--- src/hdl/bbpb_div.sv ---
`default_nettype none
module bbpb_div #(
  parameter int DW = 32
) (
  input  wire logic          clk,
  input  wire logic          rst,
  input  wire logic          start,
  input  wire logic [DW-1:0] num,
  input  wire logic [DW-1:0] den,
  output logic               done,
  output logic      [DW-1:0] quo
);

  localparam int CNTW = $clog2(DW + 1);

  logic [DW-1:0]   rem;
  logic [DW-1:0]   dsr;
  logic [CNTW-1:0] cnt;
  logic [DW:0]     shifted;
  logic [DW:0]     trial;

  // One quotient bit per cycle, restoring.
  assign shifted = {rem, quo[DW-1]};
  assign trial   = shifted - {1'b0, dsr};

  always_ff @(posedge clk) begin
    if (rst) begin
      cnt  <= '0;
      done <= 1'b0;
    end else begin
      done <= 1'b0;
      if (start) begin
        rem <= '0;
        quo <= num;
        dsr <= den;
        cnt <= CNTW'(DW);
      end else if (cnt != '0) begin
        if (!trial[DW]) begin
          rem <= trial[DW-1:0];
          quo <= {quo[DW-2:0], 1'b1};
        end else begin
          rem <= shifted[DW-1:0];
          quo <= {quo[DW-2:0], 1'b0};
        end
        cnt <= cnt - 1'b1;
        if (cnt == CNTW'(1)) begin
          done <= 1'b1;
        end
      end
    end
  end

endmodule
`default_nettype wire

--- config.mk ---
export PLATFORM = sky130hd
export DESIGN_NAME = bbpb_div
export DESIGN_NICKNAME = d
export VERILOG_FILES = /design/src/hdl/bbpb_div.sv
export SDC_FILE = /design/constraint.sdc
export NUM_CORES = 1
export LEC_CHECK = 0
export ABC_AREA = 1
export BUFFER_PORTS_ARGS = -buffer_cell sky130_fd_sc_hd__buf_2
export CAP_MARGIN = 30
export CORE_MARGIN = 4
export CORE_UTILIZATION = 55
export CTS_CLUSTER_DIAMETER = 50
export CTS_CLUSTER_SIZE = 24
export DETAILED_ROUTE_END_ITERATION = 8
export PLACE_DENSITY = 0.8
export SYNTH_ARGS = -nofsm -noshare
export SYNTH_HDL_FRONTEND = slang
export SYNTH_SLANG_ARGS = --single-unit
--- constraint.sdc ---
create_clock -name clk -period 7.6 [get_ports clk]
set_input_delay 0 -clock clk [delete_from_list [all_inputs] [get_ports clk]]
set_output_delay 0 -clock clk [all_outputs]
set_load 0.03 [all_outputs]
# Word-level counts from Yosys, hierarchy flattened
# Cells that the tools add are included.
dict set report op_classes {
  muxes 8
  eq_ne 1
  bitwise 2
  n_reduce_logical 6
  add_sub_neg 2
}
# op n
set ops {}
lappend ops {{$mux 32} 4}
lappend ops {{$sub 33x32->33} 1}
lappend ops {{$mux 6} 2}
lappend ops {{$eq 6x1->1 const B} 1}
lappend ops {{$reduce_bool 6->1} 1}
lappend ops {{$sub 6x1->6 const B} 1}
lappend ops {{$reduce_and 2->1} 2}
lappend ops {{$reduce_or 3->1} 1}
lappend ops {{$mux 1} 2}
lappend ops {{$not 1->1} 2}
lappend ops {{$reduce_bool 2->1} 1}
lappend ops {{$reduce_or 2->1} 1}
dict set report totals {
  inputBits 67
  wordCells 25
  output_inout_bits 33
  register_bits 103
}

# Longest topological paths before layout
# Gate-level depths: netlist of run 1.
dict set report logic_depth {
  ltp_word 4
  ltp_mapped 18
  depth_no_buf 17
}

# Worst setup path before layout of run 1
# OpenSTA, ideal clock, no wires.
dict set report synth_path {
  path_type {register -> register}
  startpoint {register cnt[0]}
  endpoint {register quo[0], enable pin}
  path_stages_with_launch 6
  path_slack_ns 3.185
  period_less_slack_ns 4.415
  path_buffers 0
  setup_ns 0.508
  arrival_time_ns 3.907
  required_ns 7.092
  cell_sequence {dfxtp_1 -> inv_1 -> ha_1 -> nand2_1 -> nor2_1 -> a21oi_1}
}
dict set report synth_between {
  elab_chain_len 3
}
# element line_no
set synth_rtl {}
lappend synth_rtl {{from (decl)} 18} ;# logic [CNTW-1:0] cnt;
lappend synth_rtl {{from (signal assigned)} 36} ;# cnt <= CNTW'(DW);
lappend synth_rtl {{from (signal assigned)} 45} ;# cnt <= cnt - 1'b1;
lappend synth_rtl {{$reduce_bool 6->1} 37} ;# end else if (cnt != '0) begin
lappend synth_rtl {{$reduce_bool 2->1 (no source line)} n/a}
lappend synth_rtl {{$reduce_and 2->1 (no source line)} n/a}
lappend synth_rtl {{to (signal assigned)} 34} ;# quo <= num;
lappend synth_rtl {{to (signal assigned)} 40} ;# quo <= {quo[DW-2:0], 1'b1};
lappend synth_rtl {{to (signal assigned)} 43} ;# quo <= {quo[DW-2:0], 1'b0};
lappend synth_rtl {{to (decl)} 11} ;# output logic [DW-1:0] quo
# No other way between the ends.
# A chain may end at the register's enable or synchronous reset.

# Worst setup path after layout of run 1
dict set report layout_path {
  startpoint {register quo[31]}
  endpoint {register rem[1] (data pin)}
}
dict set report layout_between {
  elab_chain_len 3
}
# element line_no
set layout_rtl {}
lappend layout_rtl {{$sub 33x32->33} 24} ;# assign trial = shifted - {1'b0, dsr};
lappend layout_rtl {{$mux 32} 38} ;# if (!trial[DW]) begin
lappend layout_rtl {{$mux 32} 37}
lappend layout_rtl {{to (signal assigned)} 39} ;# rem <= trial[DW-1:0];
lappend layout_rtl {{to (signal assigned)} 42} ;# rem <= shifted[DW-1:0];
lappend layout_rtl {{to (decl)} 16} ;# logic [DW-1:0] rem;
# No other way between the ends. The select of a mux whose other input is x is not followed.

==> flow_metrics.tcl, run 1 <==
set metrics [dict create \
    stdcell_count 1300 \
    period_share 0.359 \
    yosys.area_share.simple 0.353 \
    synth_top_flop_cell "edfxtp_1" \
    max_freq_mhz 367 \
    nNetsFinal 1225 \
    status "finished clean" \
    drv_cap 0 \
    start_util 0.562 \
    worstPathArrival_ns 2.85 \
    ys_ff_latch 103 \
    rsz0062_at_grt "no" \
    tightest_slew_ns 0.794 \
    cts_max_level 3 \
    grt_start_max_net_pins 65 \
    ir_worst_vdd_mv 0.165 \
    use_met1 0.309 \
    port_buffers 99 \
    core_um2 12600 \
    crit_path_start "quo[31]$_DFFE_PP_" \
    totalPowerFinal_mw 2.33 \
    fin_ws_ns 4.87 \
    wl_um 17800 \
    dp_hpwl_um 12000 \
    worstSetupEndpoint "rem[1]$_SDFFCE_PP0P_" \
    hold_viol 0 \
    overflow 0 \
    gp_congestion 0.965 \
    met3_usage 0.0608 \
    clk_latency_ns 0.36 \
    cts_root_buf "clkbuf_16" \
    grt.busiest_layer "met2" \
    final_common_cell "nand2_1" \
    yosys.area.top_type "edfxtp_1" \
    placed_area_um2 7730 \
    drt-vias-per-instance 4.91 \
    synth-compound-area-share 0.0312 \
    min_path_type "primary input to register" \
    num_vias 6378 \
    die_w_um 122 \
    holdWs_ns 0.289 \
    max_slew_margin 0.470 \
    rows 41 \
    fp.dieH_um 122 \
    setup-violations-final 0 \
    antenna_found_initial 0 \
    synth_xor_area_frac 0.0198 \
    period_needed_ns 2.73 \
    avgRoutedWirePerCell_um 13.7 \
    clk_pin_slew_ns 0.08 \
    synthAdderAreaFrac 0.0628 \
    synth_top_family_by_area "simple AND/OR/NAND/NOR gates" \
    dieArea_um2 14800 \
    dp_cells 1218 \
    rr_startpoint "quo[31]$_DFFE_PP_" \
    synth.distinct_cells 37 \
    grt.met2_usage 0.426 \
    cts_buffer_depth 2 \
    netlist_area_um2 7090 \
    synth.avg_cell_area_um2 7.38 \
    drc 0 \
    synth_top_area_frac 0.407 \
    ff2ff_path_depth 17 \
    seq_area_frac_synth 0.426 \
    grt_pass1_vias 6275 \
    endpoint_kind "register" \
    start_kind "register" \
    ios 100 \
    cts_sinks 103 \
    area_growth_pct 22.9 \
    critical_path_class "register to register" \
    synth_mux_area_frac 0 \
    grt_pass1_wl_um 29100 \
    worstPathRequired_ns 7.72 \
    synth.area.top_cells "edfxtp_1, nand2_1, inv_1" \
    grt.total_usage 0.249 \
    diodes 0 \
    worst_r2r_endpoint "rem[1]$_SDFFCE_PP0P_" \
    synth_cells 961 \
    cts_tree "done" \
    ant_nets 0 \
    async_reset_ff_frac 0 \
    final_cell_mix "nand2_1, inv_1, buf_2" \
    drtIter0Drc 390 \
    cts_buffers 9 \
    tns_ns 0 \
    drive_above_1_share 0.160 \
    preCtsSetupSlack_ns 4.90 \
    yosys_warnings 0 \
    finClkSkew_ns 0.0102 \
    final_area_um2 8720 \
    power.density_nw_per_um2 268 \
    leakage_nw 4.62 \
    drtPass1Iterations 5 \
    post-cts-setup-buffers 0 \
    maxSlewViolCount 0 \
    synth-edff-count 96 \
    crit_fanout 33 \
    synth_fp_nets 1063 \
    final_util 0.691 \
    r2r_slack_ns 4.87 \
]
## cells in the mapped netlist, types with 5 or more instances
| cell | number |
|---|---|
| a21oi_1 | 25 |
| clkbuf_1 | 8 |
| dfxtp_1 | 7 |
| edfxtp_1 | 96 |
| ha_1 | 34 |
| inv_1 | 164 |
| inv_2 | 7 |
| nand2_1 | 383 |
| nand2_2 | 17 |
| nand2_4 | 16 |
| nand3_1 | 25 |
| nand3b_1 | 9 |
| nand4_1 | 6 |
| nor2_1 | 98 |
| nor2_2 | 12 |
| nor3_1 | 5 |
| xor2_1 | 14 |
## worst max-delay path, stage by stage, from the launching register on
cell and delay (ns):
edfxtp_1 0.37, inv_1 0.05, ha_1 0.22, fa_1 0.41
inv_1 0.11, nand2_1 0.05, nand2_1 0.11, nand3_2 0.08
nand2_2 0.11, nand2_2 0.07, nand2_4 0.07, nand2_4 0.07
nand2_4 0.08, nand2_2 0.06, nand2_4 0.38, nand2_1 0.11
nand2_1 0.09, nor2_1 0.05
## worst min path at each step
stage | start | endpoint | slack (ns) | depth (start not counted)
after global placement | den[22] | dsr[22]$_DFFE_PP_ | 0.18 | 1
after detailed placement | den[26] | dsr[26]$_DFFE_PP_ | 0.18 | 1
after global routing | start | quo[26]$_DFFE_PP_ | 0.31 | 3
after CTS | start | quo[0]$_DFFE_PP_ | 0.27 | 3
final | start | quo[2]$_DFFE_PP_ | 0.29 | 3
after floorplan | rst | cnt[5]$_SDFFE_PP0N_ | 0.07 | 1
## cell type report
type / instances / area [um^2]
tap: 172 / 215
clock inverter: 7 / 86.3
sequential: 103 / 3020
timing repair buffer: 167 / 1190
fill: 1011 / 3900
clock buffer: 9 / 225
multi-input combinational: 670 / 3330
inverter: 172 / 646
## repair_timing
action | 4_1_cts | 5_1_grt
hold buffers | 65 | 0
endpoints found under the hold margin | 65 | 0
resized for setup | 0 | 0
## registers in the layout (all words and copies together), names as in the netlist
name  count
dsr      32
quo      32
rem      32
cnt       6
done      1
## report_power, final
| part | switching, mW | internal, mW | leakage (nW) |
|---|---|---|---|
| Sequential | 0.0507 | 0.739 | 0.989 |
| Clock | 0.242 | 0.265 | 0.156 |
| Combinational | 0.686 | 0.352 | 3.48 |
| Total | 0.978 | 1.36 | 4.62 |
## layer usage
layer	vias to the layer above	routed length, um
li1	3275	-
met1	2868	7720
met2	197	8530
met3	38	1090
met4	0	448
met5	-	0
## cell families after synthesis
logic type	after synthesis
buf+inv	188
compound gates	38
xor+xnor	16
fa+ha+maj	35
flops	103
simple gates	581
No activity file was read; power rests on OpenSTA's default activity.
==> run 2: changes to the inputs <==
- ABC_AREA: 1 -> 0
- CORE_UTILIZATION: 55 -> 52
- clock period: 7.6 -> 2.2 ns (I/O delays scaled with it)
==> run 2 against run 1 <==
  * The flow now finishes with violations (setup timing)
  * Core utilization is 8.6 points higher
  * Via count is 13% lower
  * Clock skew up 0.0021 ns
  * Final cell count down 24%
  * Combinational power rose to 5.3 times the previous value
  * Critical endpoint is now rem[28]$_SDFFCE_PP0P_
  * Sequential share of layout area fell by 0.73 points
  * Highest routed layer unchanged
  * Count of clock-buffer cells in the layout is the same
  * Global-route usage rose by 2.4 points
==> flow_metrics.tcl, run 2 <==
set metrics [dict create \
    synth_top_family_by_area "compound AO/OA/AOI/OAI gates" \
    yosysMostFrequentCell "edfxtp_1" \
    grt_pass1_wl_um 28800 \
    multi_input_comb_area_um2 3080 \
    fillers 659 \
    maxSlewViolCount 0 \
    ys_ff_latch 103 \
    status "complete, but fails checks" \
    cts_buffers 9 \
    fp.dieH_um 116 \
    yosys_warnings 0 \
    drive_above_1_share 0.386 \
    tightest_slew_ns 0.517 \
    endpoint_kind "register" \
    drv_cap 0 \
    synthAdderAreaFrac 0.0728 \
    overflow 0 \
    violations "setup timing" \
    worstPathRequired_ns 2.31 \
    drc 0 \
    cp_num_buf_inv 3 \
    cts_sinks 103 \
    power.share.clock 0.160 \
    synth-edff-count 96 \
    synth.area.top_cells "edfxtp_1, ha_1, mux2_2" \
    async_reset_ff_frac 0 \
    swShare 0.381 \
    core_um2 11500 \
    yosys.area.top_type "edfxtp_1" \
    fin_ws_ns -0.709 \
    die_w_um 116 \
    cts_buffer_depth 2 \
    hold_path_depth 2 \
    diodes 0 \
    port_buffers 99 \
    clk_pin_slew_ns 0.08 \
    critPathSlowestCell "edfxtp_1" \
    ff2ff_path_depth 13 \
    drt-vias-per-instance 5.63 \
    min_path_type "primary input to register" \
    synth_common_cells "edfxtp_1, nor2_1, a21oi_1" \
    synth.distinct_cells 59 \
    seq_area_frac_synth 0.494 \
    avgRoutedWirePerCell_um 18.0 \
    ir_worst_vdd_mv 0.993 \
    dp_cells 889 \
    clk_latency_ns 0.36 \
    top_regs "dsr x32, quo x32, rem x32" \
    grt_pass1_vias 6037 \
    crit_family "compound AO/OA/AOI/OAI gates" \
    drtPass1Iterations 5 \
    final_common_cell "buf_4" \
    critical_path_class "register to register" \
    synth_mux_area_frac 0.0967 \
    regArea_um2 3020 \
    synth_top_area_frac 0.471 \
    switchingPower_mw 3.79 \
    leakage_nw 3.85 \
    slowest_delay_ns 0.39 \
    rsz0062_at_grt "yes" \
    totalPowerFinal_mw 9.96 \
    dp_hpwl_um 11000 \
    max_freq_mhz 344 \
    rows 39 \
    cts_max_level 3 \
    synth_cells 555 \
    p_int_mw 6.16 \
    p_comb_frac 0.551 \
    setup-violations-final 33 \
    grt_start_max_net_pins 65 \
    antenna_found_initial 0 \
    r2r_slack_ns -0.71 \
    start_util 0.534 \
    num_vias 5563 \
    dieArea_um2 13600 \
    path_cells "inv_1, ha_2, fa_2, nand2b_4, a21oi_4, o21ai_4, a2111oi_4, nor3_4, xnor2_4, buf_6, buf_8, mux2i_2, nor2_1" \
    yosys.area_share.simple 0.116 \
    gp_congestion 0.937 \
    nNetsFinal 942 \
    finClkSkew_ns 0.0123 \
    max_slew_margin 0.655 \
    holdWs_ns 0.122 \
    grt.total_usage 0.273 \
    ant_nets 0 \
    netlist_area_um2 6120 \
    critical_path_depth 13 \
    wl_um 17800 \
    synth-compound-area-share 0.133 \
    period_needed_ns 2.91 \
    area_growth_pct 45.5 \
    stdcell_count 988 \
    hold_viol 0 \
    cts_tree "done" \
    synth_fp_nets 657 \
    worstPathArrival_ns 3.02 \
    cts_root_buf "clkbuf_16" \
    final_cell_mix "buf_4, buf_2, edfxtp_1" \
    synth.avg_cell_area_um2 11.0 \
    ios 100 \
    synth_xor_area_frac 0.0460 \
    synth_top_flop_cell "edfxtp_1" \
    start_kind "register" \
    drtIter0Drc 377 \
    power.density_nw_per_um2 1120 \
    crit_fanout 10 \
    period_share 1.32 \
    seqPwrFrac 0.289 \
]
-- run 2: cell count changes after synthesis, moves of 16 or more --
cell | previous run | this run
nand2_2 | 17 | 0
o21ai_0 | 4 | 24
xnor2_1 | 2 | 20
inv_1 | 164 | 41
nand2_1 | 383 | 36
mux2_2 | 0 | 32
mux2i_1 | 0 | 22
a21oi_1 | 25 | 45
nor2_1 | 98 | 54
nand2_4 | 16 | 0
-- run 2: worst paths after layout --
kind | from | endpoint
hold reg to reg | cnt[3]$_SDFFE_PP0P_ | cnt[3]$_SDFFE_PP0P_
hold / removal | start | rem[29]$_SDFFCE_PP0P_
setup reg to reg | quo[31]$_DFFE_PP_ | rem[28]$_SDFFCE_PP0P_
setup / recovery | quo[31]$_DFFE_PP_ | rem[28]$_SDFFCE_PP0P_
-- run 2: logic make-up (layout without fill, tap and decap cells) --
family / count (synthesis) / in the layout
AND/OR/NAND/NOR: 150 / 150
flip-flops: 103 / 103
adder cells (fa/ha/maj): 35 / 35
buffers and inverters: 58 / 348
AO/OA/AOI/OAI: 124 / 124
XOR/XNOR: 30 / 30
multiplexers: 55 / 55
-- run 2: metrics by stage --
step                      utilization  area [um^2]  setup TNS [ns]  setup WS [ns]
after floorplan                     -         6170          -23.21         -0.752
after global placement          0.663         7600          -16.58         -0.566
after detailed placement        0.663         7600          -18.67         -0.632
after CTS                       0.764         8760          -17.09         -0.577
after global routing            0.777         8910          -24.86         -0.853
final                           0.777         8910          -19.77         -0.709
-- run 2: layout make-up --
class | instances | area share
multi-input combinational | 394 | 0.346
sequential | 103 | 0.340
timing repair buffer | 291 | 0.245
clock buffer | 9 | 0.0253
tap | 143 | 0.0201
inverter | 41 | 0.0173
clock inverter | 7 | 0.00688
-- run 2: timing repair --
action | CTS | global route
cloned | 2 | 0
endpoints found under the hold margin | 67 | 0
setup endpoints to repair | 33 | 33
resized for setup | 22 | 27
hold buffers | 65 | 0
pin swaps | 15 | 10
setup buffers | 10 | 9
-- run 2: power by group through the flow --
| stage | combinational (mW) | sequential (mW) | clock (mW) |
|---|---|---|---|
| after CTS | 5.14 | 2.84 | 1.61 |
| after global placement | 4.34 | 2.85 | 0 |
| after floorplan | 2.82 | 3.00 | 0 |
| final | 5.49 | 2.87 | 1.60 |
| after global routing | 5.93 | 2.91 | 1.70 |
| after detailed placement | 4.52 | 2.87 | 0 |
-- run 2: routing by layer --
layer / global-route usage / up-vias / wire [um]
met1: 0.312 / 2676 / 6900
met2: 0.489 / 231 / 9210
met3: 0.0720 / 46 / 1160
met4: 0.101 / 0 / 541
met5: 0 / - / 0
li1: - / 2610 / -
==> run 3: changes to the inputs <==
- PLACE_DENSITY: 0.8 -> 0.76
==> run 3 against run 2 <==
  * Worst hold slack got worse by 0.029 ns
  * The run still ends with setup timing left
  * Critical path type unchanged
  * Routed wire length fell by 0.77%
  * Via count down 1.7%
  * Clock skew is 0.00074 ns lower
  * Die area unchanged
  * Final cell count is the same
  * Sequential cell count stayed put
  * Largest power group unchanged
==> flow_metrics.tcl, run 3 (synthesis gave the netlist of run 2 again) <==
set metrics [dict create \
    placed_area_um2 7680 \
    rsz0062_at_grt "yes" \
    cts_tree "done" \
    antenna_found_initial 0 \
    critical_path_class "register to register" \
    cts_buffer_depth 2 \
    endpoint_kind "register" \
    totalPowerFinal_mw 9.64 \
    period_needed_ns 2.88 \
    power.density_nw_per_um2 1100 \
    nNetsFinal 942 \
    start_util 0.534 \
    rows 39 \
    overflow 0 \
    grt_start_max_net_pins 65 \
    hold_viol 0 \
    drv_cap 0 \
    dieArea_um2 13600 \
    drtIter0Drc 323 \
    maxSlewViolCount 0 \
    area_growth_pct 43.7 \
    regArea_um2 3020 \
    stdcell_count 988 \
    tns_ns -19.42 \
    num_vias 5467 \
    final_area_um2 8790 \
    grt_pass1_wl_um 28200 \
    ir_worst_vdd_mv 0.989 \
    crit_fanout 11 \
    top_regs "dsr x32, quo x32, rem x32" \
    cts_root_buf "clkbuf_16" \
    gp_congestion 0.897 \
    drc 0 \
    clk_pin_slew_ns 0.08 \
    diodes 0 \
    period_share 1.31 \
    final_util 0.767 \
    fillers 680 \
    cts_buffers 9 \
    clk_latency_ns 0.36 \
    ios 100 \
    violations "setup timing" \
    cts_sinks 103 \
    drtPass1Iterations 5 \
    worstPathRequired_ns 2.28 \
    die_w_um 116 \
    drive_above_1_share 0.374 \
    fin_ws_ns -0.677 \
    grt.total_usage 0.271 \
    max_slew_margin 0.475 \
    core_um2 11500 \
    tightest_slew_ns 0.787 \
    avgRoutedWirePerCell_um 17.9 \
    start_kind "register" \
    dp_cells 899 \
    fp.dieH_um 116 \
    worstPathArrival_ns 2.96 \
    drt-vias-per-instance 5.53 \
    cts_max_level 3 \
    grt_pass1_vias 5864 \
    multi_input_comb_area_um2 2990 \
    leakage_nw 3.84 \
    dp_hpwl_um 10900 \
    ant_nets 0 \
    max_freq_mhz 348 \
    finClkSkew_ns 0.0116 \
    port_buffers 99 \
    final_common_cell "buf_4" \
    setup-violations-final 33 \
    min_path_type "primary input to register" \
    status "complete, but fails checks" \
    final_cell_mix "buf_4, buf_2, edfxtp_1" \
    wl_um 17700 \
]
[run 3: per-stage QoR]
step / hold WS [ns] / setup WS [ns]
after floorplan: 0.0691 / -0.752
after global placement: 0.177 / -0.597
after detailed placement: 0.178 / -0.695
after CTS: 0.0969 / -0.590
after global routing: 0.101 / -0.767
final: 0.0922 / -0.677
[run 3: path summary, 6_finish.rpt]
path | slack, ns | to | startpoint | cells past startpoint
min | 0.09 | cnt[5]$_SDFFE_PP0N_ | start | 3
min reg2reg | 0.55 | cnt[1]$_SDFFE_PP0P_ | cnt[1]$_SDFFE_PP0P_ | 2
max reg2reg | -0.68 | rem[3]$_SDFFCE_PP0P_ | dsr[0]$_DFFE_PP_ | 11
max | -0.68 | rem[3]$_SDFFCE_PP0P_ | dsr[0]$_DFFE_PP_ | 11
[run 3: power by group]
part	total [mW]	internal (mW)	switching [mW]	leakage, nW
Sequential	2.87	2.64	0.232	0.986
Clock	1.59	0.794	0.792	0.143
Combinational	5.19	2.54	2.65	2.71
Total	9.64	5.97	3.67	3.84
[run 3: final cells by class]
| class | instances | area share |
|---|---|---|
| inverter | 41 | 0.0175 |
| tap | 143 | 0.0203 |
| sequential | 103 | 0.344 |
| multi-input combinational | 394 | 0.340 |
| timing repair buffer | 291 | 0.245 |
| clock buffer | 9 | 0.0256 |
| clock inverter | 7 | 0.00754 |
[run 3: per-layer routing]
metal | vias to the layer above | routed length [um] | global-route usage
met2 | 221 | 9000 | 0.487
met5 | - | 0 | 0
met3 | 54 | 1170 | 0.0756
met1 | 2589 | 6920 | 0.303
li1 | 2603 | - | -
met4 | 0 | 588 | 0.111
[run 3: repair_timing]
| item | CTS | global route |
|---|---|---|
| endpoints found under the hold margin | 67 | 0 |
| pin swaps | 10 | 6 |
| hold buffers | 65 | 0 |
| gates cloned | 1 | 0 |
| setup buffers | 5 | 3 |
| resized for setup | 20 | 12 |
| endpoints found under the setup margin | 33 | 33 |
[run 3: critical path: stages (launching register included)]
cell and delay, ns:
edfxtp_1 0.39, ha_2 0.21, fa_2 0.34, nand2b_4 0.17, a21oi_4 0.16, o21ai_4 0.08
a2111oi_4 0.34, nor3_4 0.10, xnor2_4 0.25, buf_12 0.20, mux2i_2 0.27, nor2_1 0.07
